File: src/rtl/gcfa_pkg.sv
// ----------------------------------------------------------------------------
// gcfa_pkg
// Shared types and constants of the greedy capacity fill allocator.
// ----------------------------------------------------------------------------
package gcfa_pkg;

  localparam int NUM_FAC = 16;
  localparam int IDX_W   = 4;
  localparam int FAC_W   = 5;
  localparam int QTY_W   = 32;
  localparam int FRAC_W  = 16;
  localparam int QDEPTH  = 2;

  // facility code carried by a shortfall result
  localparam logic [FAC_W-1:0] SHORT_FAC = FAC_W'(NUM_FAC);
  localparam logic [FAC_W-1:0] ACT_RST   = FAC_W'(NUM_FAC);

  localparam logic MODE_LOAD   = 1'b0;
  localparam logic MODE_DEMAND = 1'b1;

  typedef struct packed {
    logic             mode;
    logic [IDX_W-1:0] load_index;
    logic [QTY_W-1:0] load_capacity;
    logic [QTY_W-1:0] demand;
    logic             last_in_period;
  } in_item_t;

  typedef struct packed {
    logic [FAC_W-1:0]  facility;
    logic [QTY_W-1:0]  share_amount;
    logic [FRAC_W:0]   share_fraction;
    logic              shortfall;
    logic              last_share;
  } out_item_t;

  typedef enum logic [1:0] {
    KIND_LOAD    = 2'd0,
    KIND_DEMAND  = 2'd1,
    KIND_RESTORE = 2'd2
  } kind_t;

  typedef struct packed {
    kind_t            kind;
    logic [IDX_W-1:0] idx;
    logic [QTY_W-1:0] value;
    logic             last;
  } q_entry_t;

endpackage

File: src/rtl/greedy_capacity_fill_allocator.sv
// ----------------------------------------------------------------------------
// greedy_capacity_fill_allocator
// Northwest-corner allocator: demands are filled from facility capacities in
// order, one word per facility share with its Q1.16 fraction of the demand.
// ----------------------------------------------------------------------------
// Input channel (in_valid / in_stall / in_item): mode 0 words load one
// facility capacity, mode 1 words carry one customer demand. A demand with
// last_in_period set restores full capacities after it is served.
// Result channel (out_valid / out_stall / out_item): one word per share, the
// final one of a demand flagged by last_share; a shortfall word (facility 16)
// carries any unmet rest. A zero demand gives no word.
// cfg_we / cfg_wdata set the number of usable facilities; write only when idle.
// A two-word queue sits in front of the allocation engine. A demand takes one
// scan step per facility visited, and each emitted share adds one scan step,
// 17 divider steps and one output load; the fraction divider gives one bit
// per cycle.
// Reset clears all capacities, the fill position and the queue and sets the
// facility count to 16. A stalled result word holds; the engine then waits
// with its next share while the queue keeps taking input until it is full.
// ----------------------------------------------------------------------------
module greedy_capacity_fill_allocator
  import gcfa_pkg::*;
(
  input  logic             clk,
  input  logic             rst_n,
  input  logic             cfg_we,
  input  logic [FAC_W-1:0] cfg_wdata,
  input  logic             in_valid,
  output logic             in_stall,
  input  in_item_t         in_item,
  output logic             out_valid,
  input  logic             out_stall,
  output out_item_t        out_item
);

  logic     q_valid;
  logic     q_pop;
  q_entry_t q_item;

  gcfa_front u_front (
    .clk      (clk),
    .rst_n    (rst_n),
    .in_valid (in_valid),
    .in_stall (in_stall),
    .in_item  (in_item),
    .q_valid  (q_valid),
    .q_item   (q_item),
    .q_pop    (q_pop)
  );

  gcfa_back u_back (
    .clk       (clk),
    .rst_n     (rst_n),
    .cfg_we    (cfg_we),
    .cfg_wdata (cfg_wdata),
    .q_valid   (q_valid),
    .q_item    (q_item),
    .q_pop     (q_pop),
    .out_valid (out_valid),
    .out_stall (out_stall),
    .out_item  (out_item)
  );

endmodule

File: src/rtl/gcfa_front.sv
// ----------------------------------------------------------------------------
// gcfa_front
// Accepts input words, sorts them into load, demand or restore commands and
// holds them in a short queue for the allocation engine.
// ----------------------------------------------------------------------------
module gcfa_front
  import gcfa_pkg::*;
(
  input  logic     clk,
  input  logic     rst_n,
  input  logic     in_valid,
  output logic     in_stall,
  input  in_item_t in_item,
  output logic     q_valid,
  output q_entry_t q_item,
  input  logic     q_pop
);

  q_entry_t       ent;
  logic           keep;
  logic           push;
  q_entry_t       buf_r [QDEPTH];
  logic           wr_ptr_r, wr_ptr_nxt;
  logic           rd_ptr_r, rd_ptr_nxt;
  logic [1:0]     count_r, count_nxt;

  always_comb begin
    ent.idx  = in_item.load_index;
    ent.last = in_item.last_in_period;
    keep     = 1'b1;
    if (in_item.mode == MODE_LOAD) begin
      ent.kind  = KIND_LOAD;
      ent.value = in_item.load_capacity;
    end else begin
      ent.value = in_item.demand;
      if (in_item.demand != '0) begin
        ent.kind = KIND_DEMAND;
      end else begin
        // zero demand only matters when it closes the period
        ent.kind = KIND_RESTORE;
        keep     = in_item.last_in_period;
      end
    end
  end

  assign in_stall = (count_r == 2'(QDEPTH));
  assign push     = in_valid && !in_stall && keep;
  assign q_valid  = (count_r != '0);
  assign q_item   = buf_r[rd_ptr_r];

  always_comb begin
    wr_ptr_nxt = push ? ~wr_ptr_r : wr_ptr_r;
    rd_ptr_nxt = q_pop ? ~rd_ptr_r : rd_ptr_r;
    count_nxt  = count_r + 2'(push) - 2'(q_pop);
  end

  always_ff @(posedge clk) begin
    if (!rst_n) begin
      wr_ptr_r <= 1'b0;
      rd_ptr_r <= 1'b0;
      count_r  <= '0;
    end else begin
      wr_ptr_r <= wr_ptr_nxt;
      rd_ptr_r <= rd_ptr_nxt;
      count_r  <= count_nxt;
    end
  end

  always_ff @(posedge clk) begin
    if (push) begin
      buf_r[wr_ptr_r] <= ent;
    end
  end

endmodule

File: src/rtl/gcfa_back.sv
// ----------------------------------------------------------------------------
// gcfa_back
// Allocation engine: holds the capacity table and fill position, walks the
// facilities for each demand and divides each share into a Q1.16 fraction.
// ----------------------------------------------------------------------------
module gcfa_back
  import gcfa_pkg::*;
(
  input  logic             clk,
  input  logic             rst_n,
  input  logic             cfg_we,
  input  logic [FAC_W-1:0] cfg_wdata,
  input  logic             q_valid,
  input  q_entry_t         q_item,
  output logic             q_pop,
  output logic             out_valid,
  input  logic             out_stall,
  output out_item_t        out_item
);

  typedef enum logic [3:0] {
    ST_IDLE = 4'b0001,
    ST_SCAN = 4'b0010,
    ST_DIV  = 4'b0100,
    ST_EMIT = 4'b1000
  } state_t;

  localparam int CNT_W = $clog2(FRAC_W + 1);

  state_t            state_r, state_nxt;
  logic [QTY_W-1:0]  cap_r [NUM_FAC];
  logic              cap_we;
  logic [IDX_W-1:0]  cap_widx;
  logic [FAC_W-1:0]  act_r;
  logic [FAC_W-1:0]  cur_r, cur_nxt;
  logic [QTY_W-1:0]  resid_r, resid_nxt;
  logic [QTY_W-1:0]  dem_r, dem_nxt;
  logic [QTY_W-1:0]  rest_r, rest_nxt;
  logic              plast_r, plast_nxt;
  logic [FAC_W-1:0]  fac_r, fac_nxt;
  logic [QTY_W-1:0]  amt_r, amt_nxt;
  logic              sf_r, sf_nxt;
  logic              fin_r, fin_nxt;
  logic [QTY_W-1:0]  rem_r, rem_nxt;
  logic [FRAC_W:0]   quo_r, quo_nxt;
  logic [CNT_W-1:0]  cnt_r, cnt_nxt;
  out_item_t         out_r, out_nxt;
  logic              out_vld_r, out_vld_nxt;
  logic              out_free;
  logic [FAC_W-1:0]  lim;
  logic [FAC_W-1:0]  cur_inc;
  logic [QTY_W-1:0]  cap_next;
  logic [QTY_W:0]    shifted;
  logic [QTY_W:0]    diff;
  logic              ge;

  assign lim      = (act_r > FAC_W'(NUM_FAC)) ? FAC_W'(NUM_FAC) : act_r;
  assign cur_inc  = cur_r + 1'b1;
  assign cap_next = (cur_inc < FAC_W'(NUM_FAC)) ? cap_r[cur_inc[IDX_W-1:0]] : '0;
  assign out_free = !out_vld_r || !out_stall;
  assign q_pop    = (state_r == ST_IDLE) && q_valid;

  // one restoring division step per cycle, first step without shift
  assign shifted = (cnt_r == '0) ? {1'b0, rem_r} : {rem_r, 1'b0};
  assign diff    = shifted - {1'b0, dem_r};
  assign ge      = (shifted >= {1'b0, dem_r});

  always_comb begin
    state_nxt   = state_r;
    cur_nxt     = cur_r;
    resid_nxt   = resid_r;
    dem_nxt     = dem_r;
    rest_nxt    = rest_r;
    plast_nxt   = plast_r;
    fac_nxt     = fac_r;
    amt_nxt     = amt_r;
    sf_nxt      = sf_r;
    fin_nxt     = fin_r;
    rem_nxt     = rem_r;
    quo_nxt     = quo_r;
    cnt_nxt     = cnt_r;
    out_nxt     = out_r;
    out_vld_nxt = out_vld_r && out_stall;
    cap_we      = 1'b0;
    cap_widx    = q_item.idx;

    unique case (state_r)
      ST_IDLE: begin
        if (q_valid) begin
          unique case (q_item.kind)
            KIND_LOAD: begin
              if ({1'b0, q_item.idx} < FAC_W'(NUM_FAC)) begin
                cap_we = 1'b1;
                if ({1'b0, q_item.idx} == cur_r) begin
                  resid_nxt = q_item.value;
                end
              end
            end
            KIND_DEMAND: begin
              dem_nxt   = q_item.value;
              rest_nxt  = q_item.value;
              plast_nxt = q_item.last;
              state_nxt = ST_SCAN;
            end
            KIND_RESTORE: begin
              cur_nxt   = '0;
              resid_nxt = cap_r[0];
            end
            default: begin
            end
          endcase
        end
      end
      ST_SCAN: begin
        rem_nxt = '0;
        quo_nxt = '0;
        cnt_nxt = '0;
        if (cur_r < lim) begin
          if (resid_r > rest_r) begin
            fac_nxt   = cur_r;
            amt_nxt   = rest_r;
            sf_nxt    = 1'b0;
            fin_nxt   = 1'b1;
            rem_nxt   = rest_r;
            resid_nxt = resid_r - rest_r;
            rest_nxt  = '0;
            state_nxt = ST_DIV;
          end else begin
            if (resid_r != '0) begin
              fac_nxt   = cur_r;
              amt_nxt   = resid_r;
              sf_nxt    = 1'b0;
              fin_nxt   = (resid_r == rest_r);
              rem_nxt   = resid_r;
              rest_nxt  = rest_r - resid_r;
              state_nxt = ST_DIV;
            end
            // facility used up or empty, move on
            cur_nxt   = cur_inc;
            resid_nxt = cap_next;
          end
        end else begin
          fac_nxt   = SHORT_FAC;
          amt_nxt   = rest_r;
          sf_nxt    = 1'b1;
          fin_nxt   = 1'b1;
          rem_nxt   = rest_r;
          state_nxt = ST_DIV;
        end
      end
      ST_DIV: begin
        rem_nxt = ge ? diff[QTY_W-1:0] : shifted[QTY_W-1:0];
        quo_nxt = {quo_r[FRAC_W-1:0], ge};
        cnt_nxt = cnt_r + 1'b1;
        if (cnt_r == CNT_W'(FRAC_W)) begin
          state_nxt = ST_EMIT;
        end
      end
      ST_EMIT: begin
        if (out_free) begin
          out_nxt.facility       = fac_r;
          out_nxt.share_amount   = amt_r;
          out_nxt.share_fraction = quo_r;
          out_nxt.shortfall      = sf_r;
          out_nxt.last_share     = fin_r;
          out_vld_nxt            = 1'b1;
          if (fin_r) begin
            state_nxt = ST_IDLE;
            if (plast_r) begin
              cur_nxt   = '0;
              resid_nxt = cap_r[0];
            end
          end else begin
            state_nxt = ST_SCAN;
          end
        end
      end
      default: begin
        state_nxt = ST_IDLE;
      end
    endcase
  end

  always_ff @(posedge clk) begin
    if (!rst_n) begin
      state_r   <= ST_IDLE;
      act_r     <= ACT_RST;
      cur_r     <= '0;
      resid_r   <= '0;
      out_vld_r <= 1'b0;
      for (int i = 0; i < NUM_FAC; i++) begin
        cap_r[i] <= '0;
      end
    end else begin
      state_r   <= state_nxt;
      cur_r     <= cur_nxt;
      resid_r   <= resid_nxt;
      out_vld_r <= out_vld_nxt;
      if (cfg_we) begin
        act_r <= cfg_wdata;
      end
      if (cap_we) begin
        cap_r[cap_widx] <= q_item.value;
      end
    end
  end

  always_ff @(posedge clk) begin
    dem_r   <= dem_nxt;
    rest_r  <= rest_nxt;
    plast_r <= plast_nxt;
    fac_r   <= fac_nxt;
    amt_r   <= amt_nxt;
    sf_r    <= sf_nxt;
    fin_r   <= fin_nxt;
    rem_r   <= rem_nxt;
    quo_r   <= quo_nxt;
    cnt_r   <= cnt_nxt;
    out_r   <= out_nxt;
  end

  assign out_valid = out_vld_r;
  assign out_item  = out_r;

  a_cur_range: assert property (@(posedge clk) disable iff (!rst_n)
    cur_r <= FAC_W'(NUM_FAC))
    else $error("fill position past the facility count");

  a_scan_rest: assert property (@(posedge clk) disable iff (!rst_n)
    state_r == ST_SCAN |-> rest_r != '0)
    else $error("scanning with nothing left to serve");

  a_share_bound: assert property (@(posedge clk) disable iff (!rst_n)
    state_r == ST_DIV |-> (amt_r != '0) && (amt_r <= dem_r))
    else $error("share amount outside the demand");

  a_short_last: assert property (@(posedge clk) disable iff (!rst_n)
    (state_r == ST_EMIT) && sf_r |-> fin_r && (fac_r == SHORT_FAC))
    else $error("shortfall word not marked final");

  a_div_rem: assert property (@(posedge clk) disable iff (!rst_n)
    (state_r == ST_DIV) && (cnt_r != '0) |-> rem_r < dem_r)
    else $error("division remainder not reduced");

endmodule
File: config.mk
export PLATFORM = sky130hd
export DESIGN_NAME = greedy_capacity_fill_allocator
export DESIGN_NICKNAME = d
export VERILOG_FILES = /design/src/rtl/gcfa_pkg.sv /design/src/rtl/greedy_capacity_fill_allocator.sv /design/src/rtl/gcfa_front.sv /design/src/rtl/gcfa_back.sv
export SDC_FILE = /design/constraint.sdc
export NUM_CORES = 2
export LEC_CHECK = 0
export BUFFER_PORTS_ARGS = -buffer_cell sky130_fd_sc_hd__buf_2
export CAP_MARGIN = 0
export CORE_MARGIN = 5
export CORE_UTILIZATION = 31
export DETAILED_ROUTE_END_ITERATION = 8
export PLACE_DENSITY = 0.47
export SYNTH_ARGS = -nofsm -noshare
export SYNTH_HDL_FRONTEND = slang
export SYNTH_HIERARCHICAL = 1
export SYNTH_SLANG_ARGS = --single-unit
File: constraint.sdc
create_clock -name clk -period 13.56 [get_ports clk]
set_clock_uncertainty 0.05 [all_clocks]
set_input_delay 2.712 -clock clk [delete_from_list [all_inputs] [get_ports clk]]
set_output_delay 2.712 -clock clk [all_outputs]
set_load 0.005 [all_outputs]
==> flow_metrics.py <==
metrics = {
    "status": {
        "status": "complete, no violations",
    },
    "pwr": {
        "powerDensity_nw_per_um2": 182,
        "power_leakage_nw": 17.7,
        "total_power_mw": 8.96,
        "vdd_drop_max_mv": 0.100,
    },
    "route": {
        "wl_per_cell_um": 25.6,
        "drtIter0Drc": 2405,
        "vias_per_cell": 5.15,
        "vias": 27400,
        "remaining_drc_errors": 0,
        "wl_um": 136000,
        "postRouteAntennaNets": 0,
        "dr.pass1.iters": 8,
    },
    "global_route": {
        "grt_usage": 0.180,
        "grt_pass1_wl_um": 194000,
        "grt_pass1_vias": 26600,
        "grt_overflow": 0,
        "grt_max_degree": 89,
        "antenna_found_initial": 16,
    },
    "place": {
        "hpwl_um": 88200,
        "port_buffers": 137,
        "placed_area_um2": 46100,
        "pre_cts_slack_ns": 7.20,
        "gp_congestion": 0.882,
    },
    "cts": {
        "clock_path_buffers": 3,
        "tritoncts": "yes",
        "cts.sinks": 856,
        "hold_buffers": 0,
        "clk_latency_ns": 0.69,
        "htree_levels": 3,
        "cts_setup_buffers": 0,
        "cts-buffers-inserted": 95,
        "cts-root-buf": "clkbuf_16",
        "path_clk_slew_ns": 0.06,
        "cts-resized-gates": 0,
    },
    "synth": {
        "netlist.area_leader.share": 0.558,
        "syn_area_per_cell_um2": 13.0,
        "synth_nets": 3506,
        "synth_edf_count": 804,
        "synth_fa_ha_area_frac": 0.0315,
        "synth_mux_area_frac": 0.102,
        "synth_top_cells_by_count": "804 x edfxtp_1, 546 x and2_1, 169 x clkbuf_1",
        "ys_seq_area_frac": 0.582,
        "synth_xor_area_frac": 0.0182,
        "ys_ff_latch": 856,
        "synth.cell_area_um2": 43300,
        "ys_top_cells_by_area": "edfxtp_1 56%, and2_1 7.9%, mux4_2 6.7%",
        "yosysMostFrequentCell": "edfxtp_1",
        "postSynthCellCount": 3319,
        "post_synth_num_cell_types": 86,
        "synth_top_family_by_area": "simple AND/OR/NAND/NOR gates",
        "ys.flop_type": "edfxtp_1",
        "synthArstFlopShare": 0,
        "synth-compound-area-share": 0.0994,
        "yosys.area.top_type": "edfxtp_1",
        "yosys.area_share.simple": 0.133,
        "ys_warn_count": 6,
    },
    "floorplanning": {
        "die_y_um": 384,
        "die-area_um2": 147000,
        "start_util": 0.311,
        "rows": 137,
        "ioPinCount": 138,
        "die_w_um": 384,
        "design.core.area_um2": 139000,
    },
    "timing": {
        "fin_crit_sh": 0.421,
        "setup_tns_ns": 0,
        "slew_viol_final": 0,
        "finalHoldViolations": 0,
        "fin_crit_ns": 5.71,
        "finalWorstSetupSlack_ns": 7.85,
        "max_freq_ghz": 0.175,
        "holdWs_ns": 0.363,
        "worst_pin_slew_ns": 1.16,
        "grt_setup_unrepaired": "false",
        "slew_headroom": 0.203,
        "finalSetupViolCount": 0,
    },
    "critical_path": {
        "cp.required_ns": 13.81,
        "critical_path_peak_fanout": 33,
        "cp.arrival_ns": 5.96,
        "reg2regPathDepth": 14,
        "crit_type": "in2reg",
        "start_kind": "primary input",
        "rr_endpoint": "u_back/rem_r[11]",
        "cp-end-kind": "register",
        "r2r-start": "u_back/cnt_r[0]",
        "reg2reg_slack_ns": 8.20,
    },
    "min_path": {
        "worstHoldStart": "u_back/amt_r[27]",
        "holdPathStages": 0,
        "min_to": "u_back/out_item[46]",
        "hold_path_class": "reg2reg",
    },
    "cells_and_area": {
        "fill_cells": 13600,
        "nets": 3557,
        "area_growth_pct": 13.8,
        "drive_above_1_share": 0.188,
        "final_cell_area_um2": 49200,
    },
    "run": {
        "drv_cap": 0,
    },
}
==> registers in the layout (all words and copies together), names as in the netlist, 17 cells and up, named ones only <==
| register | count |
|---|---|
| u_back/amt_r | 32 |
| u_back/rest_r | 32 |
| u_front/buf_r | 78 |
| u_back/dem_r | 32 |
| u_back/out_item | 56 |
| u_back/rem_r | 32 |
| u_back/cap_r | 512 |
| u_back/quo_r | 17 |
| u_back/resid_r | 32 |
==> final cells by class <==
class                      count  area (um^2)  share of cell area
sequential                   856        25200               0.512
clock inverter                59          597              0.0121
inverter                     128          480             0.00976
multi-input combinational   2098        17000               0.345
antenna                        7         17.5            0.000356
timing repair buffer         191         1100              0.0224
tap                         1876         2350              0.0477
clock buffer                 114         2500              0.0508
==> placed cells by master (no fill, tap or decap), types with 20 or more instances in the layout <==
master / n
a211oi_1: 48
a21o_1: 44
a21oi_1: 148
a221oi_1: 31
a31oi_1: 20
and2_1: 546
buf_2: 137
buf_4: 53
clkbuf_16: 97
dfxtp_1: 50
edfxtp_1: 804
ha_1: 103
inv_1: 127
mux2_2: 103
mux2i_1: 38
mux4_2: 128
nand2_1: 135
nand2b_1: 22
nand3_1: 46
nand4_1: 22
nor2_1: 83
nor2b_1: 47
nor3_1: 21
nor4_1: 20
o21ai_0: 67
o21ai_1: 50
o221a_1: 21
xnor2_1: 50
xor2_1: 37
==> logic make-up after synthesis <==
family | after synthesis
AOI/OAI and AO/OA | 618
xor gates and xnor gates | 90
adders and majority gates | 107
buffers and inverters | 365
DFF | 856
muxes | 269
and+or+nand+nor | 1014
==> how the worst max path moves through the flow <==
stage / from / endpoint / slack, ns / cells past startpoint
after detailed placement: rst_n / u_back/cap_r[8][17] / 7.20 / 8
after floorplan: in_item[69] / u_front/buf_r[0][0] / 7.02 / 3
final: rst_n / u_back/cap_r[8][19] / 7.85 / 8
after global placement: rst_n / u_back/cap_r[12][24] / 7.23 / 8
after global routing: rst_n / u_back/cap_r[8][13] / 7.74 / 8
after CTS: rst_n / u_back/cap_r[8][11] / 7.90 / 8
==> per-stage QoR <==
step                 util  cells
floorplan               -   3319
detailed placement  0.331   5149
finish              0.354   5329
global placement    0.331   5149
CTS                 0.354   5322
global route        0.354   5322
==> where the power goes <==
part           total [mW]  internal [mW]  switching [mW]
Clock                2.61           1.52            1.09
Combinational        2.98          0.950            2.03
Sequential           3.37           3.21           0.157
==> worst max-delay path, cell delays in order <==
cell and delay, ns:
buf_2 0.08, buf_4 0.34, buf_4 0.48, and3_1 0.26, nand3b_1 0.50, nor3_2 0.35, buf_4 0.37, nand2b_2 0.79
==> metal layers <==
metal | vias up | wire length, um | track usage
met5 | - | 0 | 0
li1 | 12500 | - | -
met2 | 847 | 63000 | 0.287
met1 | 13900 | 61900 | 0.259
met3 | 142 | 8580 | 0.0304
met4 | 0 | 2890 | 0.0392
No activity file was read; power rests on OpenSTA's default activity.
